[src/sv/tstt_pkg.sv]
`default_nettype none
package tstt_pkg;

  localparam logic CMD_INSERT = 1'b0;
  localparam logic CMD_REMOVE = 1'b1;

  localparam int SEQ_W = 32;
  localparam int LEN_W = 16;
  localparam int END_W = 33;
  localparam int TRAIN_CNT_OUT_W = 5;
  localparam int SEG_CNT_OUT_W = 7;

  typedef enum logic [4:0] {
    OP_NONE,
    OP_LOAD,
    OP_FULL,
    OP_INS_EMPTY,
    OP_RD_LAST,
    OP_EXT_LAST,
    OP_APPEND,
    OP_SCAN_START,
    OP_SCAN_NEXT,
    OP_JOIN_BOTH,
    OP_JOIN_PREV,
    OP_JOIN_NEXT,
    OP_TINS_START,
    OP_TINS_READ,
    OP_TINS_WRITE,
    OP_TINS_FIN,
    OP_TDEL_READ,
    OP_TDEL_WRITE,
    OP_TDEL_FIN,
    OP_SINS_READ,
    OP_SINS_WRITE,
    OP_SINS_FIN,
    OP_REM_EMPTY,
    OP_REM_RD,
    OP_REM_UPD,
    OP_REM_FIRST,
    OP_EMIT
  } dp_op_t;

  typedef struct packed {
    dp_op_t op;
  } dp_cmd_t;

  typedef struct packed {
    logic is_remove;
    logic len_zero;
    logic trains_zero;
    logic segs_full;
    logic trains_full;
    logic a_eq_last;
    logic a_gt_last;
    logic overlap;
    logic below;
    logic scan_last;
    logic join_prev;
    logic join_next;
    logic tdel_done;
    logic tins_done;
    logic sins_done;
    logic rem_empty;
    logic rem_del;
    logic rem_last;
  } dp_status_t;

endpackage
`default_nettype wire

[src/sv/tstt_datapath.sv]
`default_nettype none
module tstt_datapath
  import tstt_pkg::*;
#(
  parameter int MAX_SEGMENTS = 64,
  parameter int MAX_TRAINS = 16
) (
  input  wire logic                       clk,
  input  wire logic                       rst_n,
  input  wire dp_cmd_t                    cmd,
  output dp_status_t                      status,
  input  wire logic                       in_command,
  input  wire logic [SEQ_W-1:0]           in_seg_start,
  input  wire logic [LEN_W-1:0]           in_seg_length,
  output logic                            out_ok,
  output logic [END_W-1:0]                out_list_first,
  output logic [END_W-1:0]                out_list_last,
  output logic [TRAIN_CNT_OUT_W-1:0]      out_train_count,
  output logic [SEG_CNT_OUT_W-1:0]        out_segment_count,
  output logic                            out_full_res
);

  localparam int SIW = $clog2(MAX_SEGMENTS);
  localparam int SCW = $clog2(MAX_SEGMENTS + 1);
  localparam int TIW = (MAX_TRAINS > 1) ? $clog2(MAX_TRAINS) : 1;
  localparam int TCW = $clog2(MAX_TRAINS + 1);

  // circular buffer address: head plus logical offset
  function automatic logic [TIW-1:0] tphys(input logic [TIW-1:0] h, input int k);
    int s;
    s = int'(h) + k;
    if (s >= MAX_TRAINS) s = s - MAX_TRAINS;
    return TIW'(s);
  endfunction

  function automatic logic [SIW-1:0] sphys(input logic [SIW-1:0] h, input int k);
    int s;
    s = int'(h) + k;
    if (s >= MAX_SEGMENTS) s = s - MAX_SEGMENTS;
    return SIW'(s);
  endfunction

  // memories
  logic [END_W-1:0] tb_mem [MAX_TRAINS];
  logic [END_W-1:0] te_mem [MAX_TRAINS];
  logic [SCW-1:0]   ts_mem [MAX_TRAINS];
  logic [SEQ_W-1:0] ss_mem [MAX_SEGMENTS];
  logic [LEN_W-1:0] sl_mem [MAX_SEGMENTS];

  logic [END_W-1:0] cur_b_r, cur_e_r;
  logic [SCW-1:0]   cur_s_r;
  logic [SEQ_W-1:0] sd_start_r;
  logic [LEN_W-1:0] sd_len_r;

  logic             t_we, t_re, s_we, s_re;
  logic [TIW-1:0]   t_waddr, t_raddr;
  logic [SIW-1:0]   s_waddr, s_raddr;
  logic [END_W-1:0] t_wb, t_wend;
  logic [SCW-1:0]   t_ws;
  logic [SEQ_W-1:0] s_wstart;
  logic [LEN_W-1:0] s_wlen;

  // item and list state
  logic             cmd_r;
  logic [SEQ_W-1:0] seq_r;
  logic [LEN_W-1:0] len_r;
  logic [END_W-1:0] a_r, b_r;
  logic             ok_r, full_r;
  logic [END_W-1:0] held_first_r, held_last_r;
  logic [TCW-1:0]   trains_r;
  logic [SCW-1:0]   segs_r;
  logic [TIW-1:0]   thead_r;
  logic [SIW-1:0]   shead_r;
  logic [TCW-1:0]   idx_r, kt_r;
  logic [SCW-1:0]   pos_r, ks_r;
  logic [END_W-1:0] prev_b_r, prev_e_r;
  logic [SCW-1:0]   prev_s_r;
  logic [END_W-1:0] rem_begin;

  assign rem_begin = cur_b_r + END_W'(sd_len_r);

  always_comb begin
    status.is_remove   = (cmd_r == CMD_REMOVE);
    status.len_zero    = (len_r == '0);
    status.trains_zero = (trains_r == '0);
    status.segs_full   = (segs_r >= SCW'(MAX_SEGMENTS));
    status.trains_full = (trains_r >= TCW'(MAX_TRAINS));
    status.a_eq_last   = (a_r == held_last_r);
    status.a_gt_last   = (a_r > held_last_r);
    status.overlap     = (b_r > cur_b_r) && (a_r < cur_e_r);
    status.below       = (b_r <= cur_b_r);
    status.scan_last   = (TCW'(idx_r + TCW'(1)) == trains_r);
    status.join_prev   = (idx_r != '0) && (a_r == prev_e_r);
    status.join_next   = (b_r == cur_b_r);
    status.tdel_done   = (TCW'(kt_r + TCW'(1)) >= trains_r);
    status.tins_done   = (kt_r == idx_r);
    status.sins_done   = (ks_r == pos_r);
    status.rem_empty   = (segs_r == '0) || (trains_r == '0);
    status.rem_del     = (cur_s_r == SCW'(1));
    status.rem_last    = (trains_r == TCW'(1));
  end

  // memory port steering
  always_comb begin
    t_we     = 1'b0;
    t_re     = 1'b0;
    s_we     = 1'b0;
    s_re     = 1'b0;
    t_waddr  = tphys(thead_r, int'(kt_r));
    t_raddr  = tphys(thead_r, 0);
    s_waddr  = sphys(shead_r, int'(ks_r));
    s_raddr  = sphys(shead_r, 0);
    t_wb     = cur_b_r;
    t_wend   = cur_e_r;
    t_ws     = cur_s_r;
    s_wstart = seq_r;
    s_wlen   = len_r;
    case (cmd.op)
      OP_INS_EMPTY: begin
        t_we    = 1'b1;
        t_waddr = tphys(thead_r, 0);
        t_wb    = a_r;
        t_wend  = b_r;
        t_ws    = SCW'(1);
        s_we    = 1'b1;
        s_waddr = sphys(shead_r, 0);
      end
      OP_RD_LAST: begin
        t_re    = 1'b1;
        t_raddr = tphys(thead_r, int'(trains_r) - 1);
      end
      OP_EXT_LAST: begin
        t_we    = 1'b1;
        t_waddr = tphys(thead_r, int'(trains_r) - 1);
        t_wend  = b_r;
        t_ws    = SCW'(cur_s_r + SCW'(1));
        s_we    = 1'b1;
        s_waddr = sphys(shead_r, int'(segs_r));
      end
      OP_APPEND: begin
        t_we    = 1'b1;
        t_waddr = tphys(thead_r, int'(trains_r));
        t_wb    = a_r;
        t_wend  = b_r;
        t_ws    = SCW'(1);
        s_we    = 1'b1;
        s_waddr = sphys(shead_r, int'(segs_r));
      end
      OP_SCAN_START: begin
        t_re    = 1'b1;
        t_raddr = tphys(thead_r, 0);
      end
      OP_SCAN_NEXT: begin
        t_re    = 1'b1;
        t_raddr = tphys(thead_r, int'(idx_r) + 1);
      end
      OP_JOIN_BOTH: begin
        t_we    = 1'b1;
        t_waddr = tphys(thead_r, int'(idx_r) - 1);
        t_wb    = prev_b_r;
        t_wend  = cur_e_r;
        t_ws    = SCW'(prev_s_r + cur_s_r + SCW'(1));
      end
      OP_JOIN_PREV: begin
        t_we    = 1'b1;
        t_waddr = tphys(thead_r, int'(idx_r) - 1);
        t_wb    = prev_b_r;
        t_wend  = b_r;
        t_ws    = SCW'(prev_s_r + SCW'(1));
      end
      OP_JOIN_NEXT: begin
        t_we    = 1'b1;
        t_waddr = tphys(thead_r, int'(idx_r));
        t_wb    = a_r;
        t_ws    = SCW'(cur_s_r + SCW'(1));
      end
      OP_TINS_READ: begin
        t_re    = 1'b1;
        t_raddr = tphys(thead_r, int'(kt_r) - 1);
      end
      OP_TINS_WRITE, OP_TDEL_WRITE: begin
        t_we    = 1'b1;
        t_waddr = tphys(thead_r, int'(kt_r));
      end
      OP_TINS_FIN: begin
        t_we    = 1'b1;
        t_waddr = tphys(thead_r, int'(idx_r));
        t_wb    = a_r;
        t_wend  = b_r;
        t_ws    = SCW'(1);
      end
      OP_TDEL_READ: begin
        t_re    = 1'b1;
        t_raddr = tphys(thead_r, int'(kt_r) + 1);
      end
      OP_SINS_READ: begin
        s_re    = 1'b1;
        s_raddr = sphys(shead_r, int'(ks_r) - 1);
      end
      OP_SINS_WRITE: begin
        s_we     = 1'b1;
        s_waddr  = sphys(shead_r, int'(ks_r));
        s_wstart = sd_start_r;
        s_wlen   = sd_len_r;
      end
      OP_SINS_FIN: begin
        s_we    = 1'b1;
        s_waddr = sphys(shead_r, int'(pos_r));
      end
      OP_REM_RD: begin
        t_re    = 1'b1;
        t_raddr = tphys(thead_r, 0);
        s_re    = 1'b1;
        s_raddr = sphys(shead_r, 0);
      end
      OP_REM_UPD: begin
        if (cur_s_r == SCW'(1)) begin
          // first train emptied, fetch the one behind it
          t_re    = 1'b1;
          t_raddr = tphys(thead_r, 1);
        end else begin
          t_we    = 1'b1;
          t_waddr = tphys(thead_r, 0);
          t_wb    = rem_begin;
          t_ws    = SCW'(cur_s_r - SCW'(1));
        end
      end
      default: begin
      end
    endcase
  end

  always_ff @(posedge clk) begin
    if (t_we) begin
      tb_mem[t_waddr] <= t_wb;
      te_mem[t_waddr] <= t_wend;
      ts_mem[t_waddr] <= t_ws;
    end
    if (t_re) begin
      cur_b_r <= tb_mem[t_raddr];
      cur_e_r <= te_mem[t_raddr];
      cur_s_r <= ts_mem[t_raddr];
    end
  end

  always_ff @(posedge clk) begin
    if (s_we) begin
      ss_mem[s_waddr] <= s_wstart;
      sl_mem[s_waddr] <= s_wlen;
    end
    if (s_re) begin
      sd_start_r <= ss_mem[s_raddr];
      sd_len_r   <= sl_mem[s_raddr];
    end
  end

  // list state
  always_ff @(posedge clk) begin
    if (!rst_n) begin
      held_first_r <= '0;
      held_last_r  <= '0;
      trains_r     <= '0;
      segs_r       <= '0;
      thead_r      <= '0;
      shead_r      <= '0;
    end else begin
      case (cmd.op)
        OP_INS_EMPTY: begin
          trains_r     <= TCW'(1);
          segs_r       <= SCW'(segs_r + SCW'(1));
          held_first_r <= a_r;
          held_last_r  <= b_r;
        end
        OP_EXT_LAST: begin
          segs_r      <= SCW'(segs_r + SCW'(1));
          held_last_r <= b_r;
        end
        OP_APPEND: begin
          trains_r    <= TCW'(trains_r + TCW'(1));
          segs_r      <= SCW'(segs_r + SCW'(1));
          held_last_r <= b_r;
        end
        OP_TINS_FIN: trains_r <= TCW'(trains_r + TCW'(1));
        OP_TDEL_FIN: trains_r <= TCW'(trains_r - TCW'(1));
        OP_SINS_FIN: begin
          segs_r <= SCW'(segs_r + SCW'(1));
          if (idx_r == '0) held_first_r <= a_r;
        end
        OP_REM_EMPTY: begin
          held_first_r <= '0;
          held_last_r  <= '0;
        end
        OP_REM_UPD: begin
          segs_r  <= SCW'(segs_r - SCW'(1));
          shead_r <= sphys(shead_r, 1);
          if (cur_s_r == SCW'(1)) begin
            thead_r  <= tphys(thead_r, 1);
            trains_r <= TCW'(trains_r - TCW'(1));
            if (trains_r == TCW'(1)) begin
              held_first_r <= '0;
              held_last_r  <= '0;
            end
          end else begin
            held_first_r <= rem_begin;
          end
        end
        OP_REM_FIRST: held_first_r <= cur_b_r;
        default: begin
        end
      endcase
    end
  end

  // per item scratch and result payload
  always_ff @(posedge clk) begin
    case (cmd.op)
      OP_LOAD: begin
        cmd_r  <= in_command;
        seq_r  <= in_seg_start;
        len_r  <= in_seg_length;
        a_r    <= END_W'(in_seg_start);
        b_r    <= END_W'(in_seg_start) + END_W'(in_seg_length);
        ok_r   <= 1'b0;
        full_r <= 1'b0;
      end
      OP_FULL: full_r <= 1'b1;
      OP_INS_EMPTY, OP_EXT_LAST, OP_APPEND, OP_SINS_FIN, OP_REM_UPD: ok_r <= 1'b1;
      OP_SCAN_START: begin
        idx_r <= '0;
        pos_r <= '0;
      end
      OP_SCAN_NEXT: begin
        prev_b_r <= cur_b_r;
        prev_e_r <= cur_e_r;
        prev_s_r <= cur_s_r;
        pos_r    <= SCW'(pos_r + cur_s_r);
        idx_r    <= TCW'(idx_r + TCW'(1));
      end
      OP_JOIN_BOTH: kt_r <= idx_r;
      OP_TINS_START: kt_r <= trains_r;
      OP_JOIN_PREV, OP_JOIN_NEXT, OP_TINS_FIN, OP_TDEL_FIN: ks_r <= segs_r;
      OP_TINS_WRITE: kt_r <= TCW'(kt_r - TCW'(1));
      OP_TDEL_WRITE: kt_r <= TCW'(kt_r + TCW'(1));
      OP_SINS_WRITE: ks_r <= SCW'(ks_r - SCW'(1));
      OP_EMIT: begin
        out_ok            <= ok_r;
        out_full_res      <= full_r;
        out_list_first    <= held_first_r;
        out_list_last     <= held_last_r;
        out_train_count   <= TRAIN_CNT_OUT_W'(trains_r);
        out_segment_count <= SEG_CNT_OUT_W'(segs_r);
      end
      default: begin
      end
    endcase
  end

endmodule
`default_nettype wire

[src/sv/tstt_ctrl.sv]
`default_nettype none
module tstt_ctrl
  import tstt_pkg::*;
(
  input  wire logic        clk,
  input  wire logic        rst_n,
  input  wire logic        in_valid,
  output logic             in_stall,
  output logic             out_valid,
  input  wire logic        out_stall,
  output dp_cmd_t          cmd,
  input  wire dp_status_t  status
);

  typedef enum logic [3:0] {
    S_IDLE,
    S_DECIDE,
    S_SCAN_CHK,
    S_TINS_RD,
    S_TINS_WR,
    S_TDEL_RD,
    S_TDEL_WR,
    S_SINS_RD,
    S_SINS_WR,
    S_EXT_LAST,
    S_REM_UPD,
    S_REM_FIRST,
    S_FINISH
  } state_t;

  state_t state_r, state_nxt;
  logic   out_valid_r;

  assign in_stall  = (state_r != S_IDLE);
  assign out_valid = out_valid_r;

  always_comb begin
    state_nxt = state_r;
    cmd.op    = OP_NONE;
    case (state_r)
      S_IDLE: begin
        if (in_valid) begin
          cmd.op    = OP_LOAD;
          state_nxt = S_DECIDE;
        end
      end
      S_DECIDE: begin
        state_nxt = S_FINISH;
        if (status.is_remove) begin
          if (status.rem_empty) begin
            cmd.op = OP_REM_EMPTY;
          end else begin
            cmd.op    = OP_REM_RD;
            state_nxt = S_REM_UPD;
          end
        end else if (status.len_zero) begin
          cmd.op = OP_NONE;
        end else if (status.trains_zero) begin
          cmd.op = status.segs_full ? OP_FULL : OP_INS_EMPTY;
        end else if (status.a_eq_last) begin
          if (status.segs_full) begin
            cmd.op = OP_FULL;
          end else begin
            cmd.op    = OP_RD_LAST;
            state_nxt = S_EXT_LAST;
          end
        end else if (status.a_gt_last) begin
          cmd.op = (status.segs_full || status.trains_full) ? OP_FULL : OP_APPEND;
        end else begin
          cmd.op    = OP_SCAN_START;
          state_nxt = S_SCAN_CHK;
        end
      end
      S_SCAN_CHK: begin
        state_nxt = S_FINISH;
        if (status.overlap) begin
          cmd.op = OP_NONE;
        end else if (status.below) begin
          if (status.segs_full ||
              (!status.join_prev && !status.join_next && status.trains_full)) begin
            cmd.op = OP_FULL;
          end else if (status.join_prev && status.join_next) begin
            cmd.op    = OP_JOIN_BOTH;
            state_nxt = S_TDEL_RD;
          end else if (status.join_prev) begin
            cmd.op    = OP_JOIN_PREV;
            state_nxt = S_SINS_RD;
          end else if (status.join_next) begin
            cmd.op    = OP_JOIN_NEXT;
            state_nxt = S_SINS_RD;
          end else begin
            cmd.op    = OP_TINS_START;
            state_nxt = S_TINS_RD;
          end
        end else if (status.scan_last) begin
          // no train at or above the segment end
          cmd.op = OP_NONE;
        end else begin
          cmd.op    = OP_SCAN_NEXT;
          state_nxt = S_SCAN_CHK;
        end
      end
      S_TINS_RD: begin
        if (status.tins_done) begin
          cmd.op    = OP_TINS_FIN;
          state_nxt = S_SINS_RD;
        end else begin
          cmd.op    = OP_TINS_READ;
          state_nxt = S_TINS_WR;
        end
      end
      S_TINS_WR: begin
        cmd.op    = OP_TINS_WRITE;
        state_nxt = S_TINS_RD;
      end
      S_TDEL_RD: begin
        if (status.tdel_done) begin
          cmd.op    = OP_TDEL_FIN;
          state_nxt = S_SINS_RD;
        end else begin
          cmd.op    = OP_TDEL_READ;
          state_nxt = S_TDEL_WR;
        end
      end
      S_TDEL_WR: begin
        cmd.op    = OP_TDEL_WRITE;
        state_nxt = S_TDEL_RD;
      end
      S_SINS_RD: begin
        if (status.sins_done) begin
          cmd.op    = OP_SINS_FIN;
          state_nxt = S_FINISH;
        end else begin
          cmd.op    = OP_SINS_READ;
          state_nxt = S_SINS_WR;
        end
      end
      S_SINS_WR: begin
        cmd.op    = OP_SINS_WRITE;
        state_nxt = S_SINS_RD;
      end
      S_EXT_LAST: begin
        cmd.op    = OP_EXT_LAST;
        state_nxt = S_FINISH;
      end
      S_REM_UPD: begin
        cmd.op    = OP_REM_UPD;
        state_nxt = (status.rem_del && !status.rem_last) ? S_REM_FIRST : S_FINISH;
      end
      S_REM_FIRST: begin
        cmd.op    = OP_REM_FIRST;
        state_nxt = S_FINISH;
      end
      S_FINISH: begin
        if (!(out_valid_r && out_stall)) begin
          cmd.op    = OP_EMIT;
          state_nxt = S_IDLE;
        end
      end
      default: state_nxt = S_IDLE;
    endcase
  end

  always_ff @(posedge clk) begin
    if (!rst_n) begin
      state_r     <= S_IDLE;
      out_valid_r <= 1'b0;
    end else begin
      state_r <= state_nxt;
      if (cmd.op == OP_EMIT) begin
        out_valid_r <= 1'b1;
      end else if (out_valid_r && !out_stall) begin
        out_valid_r <= 1'b0;
      end
    end
  end

endmodule
`default_nettype wire

[src/sv/tcp_segment_train_tracker.sv]
// tcp segment train tracker
// input channel: in_valid / in_stall with in_command (insert or remove lowest),
// in_seg_start and in_seg_length. a beat is taken when in_valid is high and
// in_stall is low; in_stall is high while an item is being worked on.
// result channel: out_valid / out_stall, one result beat per input beat, held
// steady while out_stall is high. a finished result sits in the output
// register, so the next input beat is taken while it waits.
// each item runs from the accept back to idle as load, decide, the steps
// below and emit, paced by the single ported train and segment memories:
//   remove: an update unless the list is empty, and a first bound step when
//   the first train empties and another follows; insert rejected early,
//   starting, appending or extending: an extend step only when extending;
//   insert into the middle: a scan step per train scanned, a store step, a
//   step when trains move, a read and a write per train and segment moved
// reset empties the list: all counts and bounds go to zero, no memory
// clearing pass is needed since only held entries are ever read.
// out_stall only holds the result; a new item can start meanwhile and waits
// in its final state until the output register is free.
`default_nettype none
module tcp_segment_train_tracker
  import tstt_pkg::*;
#(
  parameter int MAX_SEGMENTS = 64,
  parameter int MAX_TRAINS = 16
) (
  input  wire logic                        clk,
  input  wire logic                        rst_n,
  input  wire logic                        in_valid,
  output logic                             in_stall,
  input  wire logic                        in_command,
  input  wire logic [SEQ_W-1:0]            in_seg_start,
  input  wire logic [LEN_W-1:0]            in_seg_length,
  output logic                             out_valid,
  input  wire logic                        out_stall,
  output logic                             out_ok,
  output logic [END_W-1:0]                 out_list_first,
  output logic [END_W-1:0]                 out_list_last,
  output logic [TRAIN_CNT_OUT_W-1:0]       out_train_count,
  output logic [SEG_CNT_OUT_W-1:0]         out_segment_count,
  output logic                             out_full_res
);

  dp_cmd_t    cmd;
  dp_status_t status;

  tstt_ctrl u_ctrl (
    .clk       (clk),
    .rst_n     (rst_n),
    .in_valid  (in_valid),
    .in_stall  (in_stall),
    .out_valid (out_valid),
    .out_stall (out_stall),
    .cmd       (cmd),
    .status    (status)
  );

  tstt_datapath #(
    .MAX_SEGMENTS (MAX_SEGMENTS),
    .MAX_TRAINS   (MAX_TRAINS)
  ) u_datapath (
    .clk               (clk),
    .rst_n             (rst_n),
    .cmd               (cmd),
    .status            (status),
    .in_command        (in_command),
    .in_seg_start      (in_seg_start),
    .in_seg_length     (in_seg_length),
    .out_ok            (out_ok),
    .out_list_first    (out_list_first),
    .out_list_last     (out_list_last),
    .out_train_count   (out_train_count),
    .out_segment_count (out_segment_count),
    .out_full_res      (out_full_res)
  );

endmodule
`default_nettype wire
[config.mk]
export PLATFORM = sky130hd
export DESIGN_NAME = tcp_segment_train_tracker
export DESIGN_NICKNAME = d
export VERILOG_FILES = /design/src/sv/tstt_pkg.sv /design/src/sv/tstt_datapath.sv /design/src/sv/tstt_ctrl.sv /design/src/sv/tcp_segment_train_tracker.sv
export SDC_FILE = /design/constraint.sdc
export NUM_CORES = 2
export LEC_CHECK = 0
export BUFFER_PORTS_ARGS = -buffer_cell sky130_fd_sc_hd__buf_2
export CORE_MARGIN = 1
export CORE_UTILIZATION = 25
export CTS_BUF_LIST = sky130_fd_sc_hd__clkbuf_8 sky130_fd_sc_hd__clkbuf_16
export DETAILED_ROUTE_END_ITERATION = 10
export HOLD_SLACK_MARGIN = 0.08
export PLACE_DENSITY = 0.41
export RECOVER_POWER = 25
export SYNTH_ARGS = -nofsm -noshare
export SYNTH_HDL_FRONTEND = slang
export SYNTH_SLANG_ARGS = --single-unit
[constraint.sdc]
create_clock -name clk -period 44.6 [get_ports clk]
set_input_delay 13.38 -clock clk [delete_from_list [all_inputs] [get_ports clk]]
set_output_delay 13.38 -clock clk [all_outputs]
set_load 0.005 [all_outputs]
==> run metrics <==
worst-path fanout max=127; DRT iter0 DRCs=about 7700; Worst Reg2Reg Path Length in Cells=11; Final GP Congestion=about 0.82; Filler Cells Inserted=45480; NumNets Final=8916; failing checks=max-capacitance violations, max-slew violations; CTS resizes=0; power per standard cell area=around 80 nW/um2; Root Buffer=clkbuf_16; Syn Inst Count=approximately 8500; Pins Over Slew Limit=approximately 1200; WS Path Type=primary input to flip-flop; Hold Crit Endpoint=u_datapath.out_ok; H-Tree Depth=5; Hold Violations, Final=0; Chip Height=roughly 670 um; Synth cell types=88; actual slew at the worst max-slew pin=4.214 ns; port bufs=about 130; Leak=42.31 nW; most frequent cells in the layout=2542 x edfxtp_1, 1360 x nand2_1, 456 x a21oi_1; fmax=about 0.052 GHz; CP endpoint kind=flip-flop; synth top area cells=edfxtp_1 68%, nand2_1 4.5%, a211oi_1 2.3%, ha_1 2.2%, a21oi_1 2.0%; status=finished with violations; share of layout cells above drive strength 1=9.647%; Data required, critical path=around 45 ns; Sum Neg Setup Slack=0 ns; Final HPWL DP=between 200 and 250 mm; placed cells=14300; Setup crit start kind=primary input; DRC=0; first-pass GRT wire length=569.0 mm; Primary FF master, synth=edfxtp_1; Final ANT Viol Nets=0; Non-Filler Instances=approximately 15000; CTS tree=built; Clk pin slew, worst setup/hold paths=0.06 ns; clk_skew=0.06005 ns; power after layout=0.01047 W; pre-CTS setup slack=roughly 24 ns; Via Count=74970; Post-Syn Area=112600 um2; worst reg-to-reg setup slack=32.41 ns; Mapped Avg Cell Area=approximately 13 um2; Post-synth EDFFs=2542; Core ar.=448800 um2; GRT Overall Usage=17.40%; drt via density=5.047; area grow syn2layout=15.75%; number of synthesized register bits=about 2600; CTS buffer count=302; CTS max path bufs=4; clock latency on the worst-skew pair=between 0.9 and 1 ns; top cell type's share of synthesized area=roughly two thirds; clock sinks=roughly 2600; vias in the first global route=72050; pin count of the biggest net entering global routing=around 180; number of cell rows=246; Worst VDD drop=0.1468 mV; total gr overflow=0; I/O pin count=135; final wirelength=between 400 and 500 mm; R2R Path End=u_datapath.sd_len_r[2]; die width=~670 um; initial core utilization=25.09%; min Tclk post-route=a little under 20 ns; Setup WS post-layout=25.28 ns; final core occ=29.04%; maxcap violations=23; worst rel slew slack=-180.9%; DR pass1 iterations=8; most common cell after layout, fill and taps aside=edfxtp_1; Final period util=a little over two fifths; final setup violation count=0; RSZ-0062 raised after global routing=no; Yosys Warn Count=0; hold_buf cts=0; Hold Path Stages=0; async set-reset flop share out of synthesis=0%; Routed wire per std cell=27.54 um; CP arrival=20.01 ns; min-delay src=u_datapath.ok_r; R2R Path Start=u_ctrl.state_r[0]; Worst Hold Class=flip-flop to flip-flop; initial antenna violation count=36; post-synthesis sequential area ratio=a little over two thirds; syn nets=around 8800; Post-CTS Setup Bufs=0; die area=453000 um2; post-synth top area cell=edfxtp_1
==> report_power, final <==
part	total (W)	internal [W]	switching (W)	leakage (nW)
clock	0.00243	0.00139	0.00103	4.90
combinational	0.00402	0.00103	0.00299	13.7
sequential	0.00402	0.00369	0.000330	23.7
total	0.0105	0.00612	0.00435	42.3
==> critical path, stage by stage <==
cell	delay (ns)
clkbuf_1	0.13
nand2_1	0.11
nor3b_1	0.17
a21o_1	0.17
a2111oi_2	0.49
o21ai_0	0.28
nor3_1	0.40
o211ai_1	0.48
nor2_2	0.48
a211o_1	0.36
a21o_4	0.38
buf_12	0.41
buf_4	0.78
buf_4	0.84
nand2_1	0.15
a21oi_1	0.17
nor3_1	0.06
nor4_1	0.34
==> synth_stat cells, drive strengths merged, types with 14 or more instances <==
cell and instances:
o211ai 17, nor2b 25, a211oi 345, fa 14, a31oi 185, nand2b 24, a221oi 209, edfxtp 2542
xor2 62, xnor2 116, a41oi 16, dfxtp 93, a311oi 134, and3 27, inv 170, nand2 1363
o22ai 16, nor2 330, clkbuf 445, mux2 54, mux2i 103, a222oi 25, nand4 38, a21o 41
o21a 18, a22oi 74, buf 118, a21oi 458, and2 267, nand3 324, ha 196, a32oi 50
nor3 195, nor4 87, mux4 16, o21ai 205
==> layer usage <==
metal	part of all wire [%]	GRT usage [%]	vias to the layer above	routed length (um)
li1	-	-	32950	-
met1	45	24.29	38840	184300
met2	46	27.63	2611	186700
met3	5.5	2.260	574	22650
met4	3.8	6.278	2	15470
met5	0.0022	0	-	9
==> cell families after synthesis <==
logic type | count (synthesis) | synth area share [%]
AND/OR/NAND/NOR | 2719 | 10.84
flip-flops | 2635 | 69.45
AO/OA/AOI/OAI | 1890 | 11.59
buffers and inverters | 733 | 2.533
adder cells (fa/ha/maj) | 210 | 2.427
XOR/XNOR | 178 | 1.385
multiplexers | 173 | 1.776
==> metrics by stage <==
stage	instance area, um2	hold slack (ns)
final	130300	0.4189
after global placement	120900	0.4107
after CTS	130400	0.4193
after floorplan	112600	0.4003
after detailed placement	120900	0.4198
after global routing	130300	0.4278
==> worst max path at each step <==
| stage | startpoint | end | slack [ns] | cells after the start |
|---|---|---|---|---|
| after floorplan | out_stall | u_datapath.tb_mem[10][0] | 16.57 | 19 |
| after global placement | out_stall | u_datapath.cur_e_r[19] | 24.77 | 18 |
| after detailed placement | out_stall | u_datapath.te_mem[11][5] | 24.48 | 18 |
| after CTS | out_stall | u_datapath.te_mem[11][14] | 25.44 | 18 |
| after global routing | out_stall | u_datapath.cur_e_r[19] | 24.90 | 18 |
| final | out_stall | u_datapath.cur_e_r[31] | 25.28 | 18 |
==> state kept, by name, summed over array words and instances, names as in the netlist, 112 cells and up <==
name / flops
u_datapath.ts_mem: 112
u_datapath.te_mem: 528
u_datapath.tb_mem: 528
u_datapath.sl_mem: 1024
==> cell type report <==
class                   instances  area, um2  share of cell area, %
well taps                    5952       7447                  5.714
multi-input cells            5170      31960                  24.52
flip-flops and latches       2635      78200                  60.00
inverters                     170      643.1                 0.4935
repair buffers                374       2492                  1.913
diodes                         17      42.54                0.03264
clock inverters               220       1750                  1.343
clock buffers                 315       7792                  5.979
Note: power is estimated with default switching activity, not from simulation.
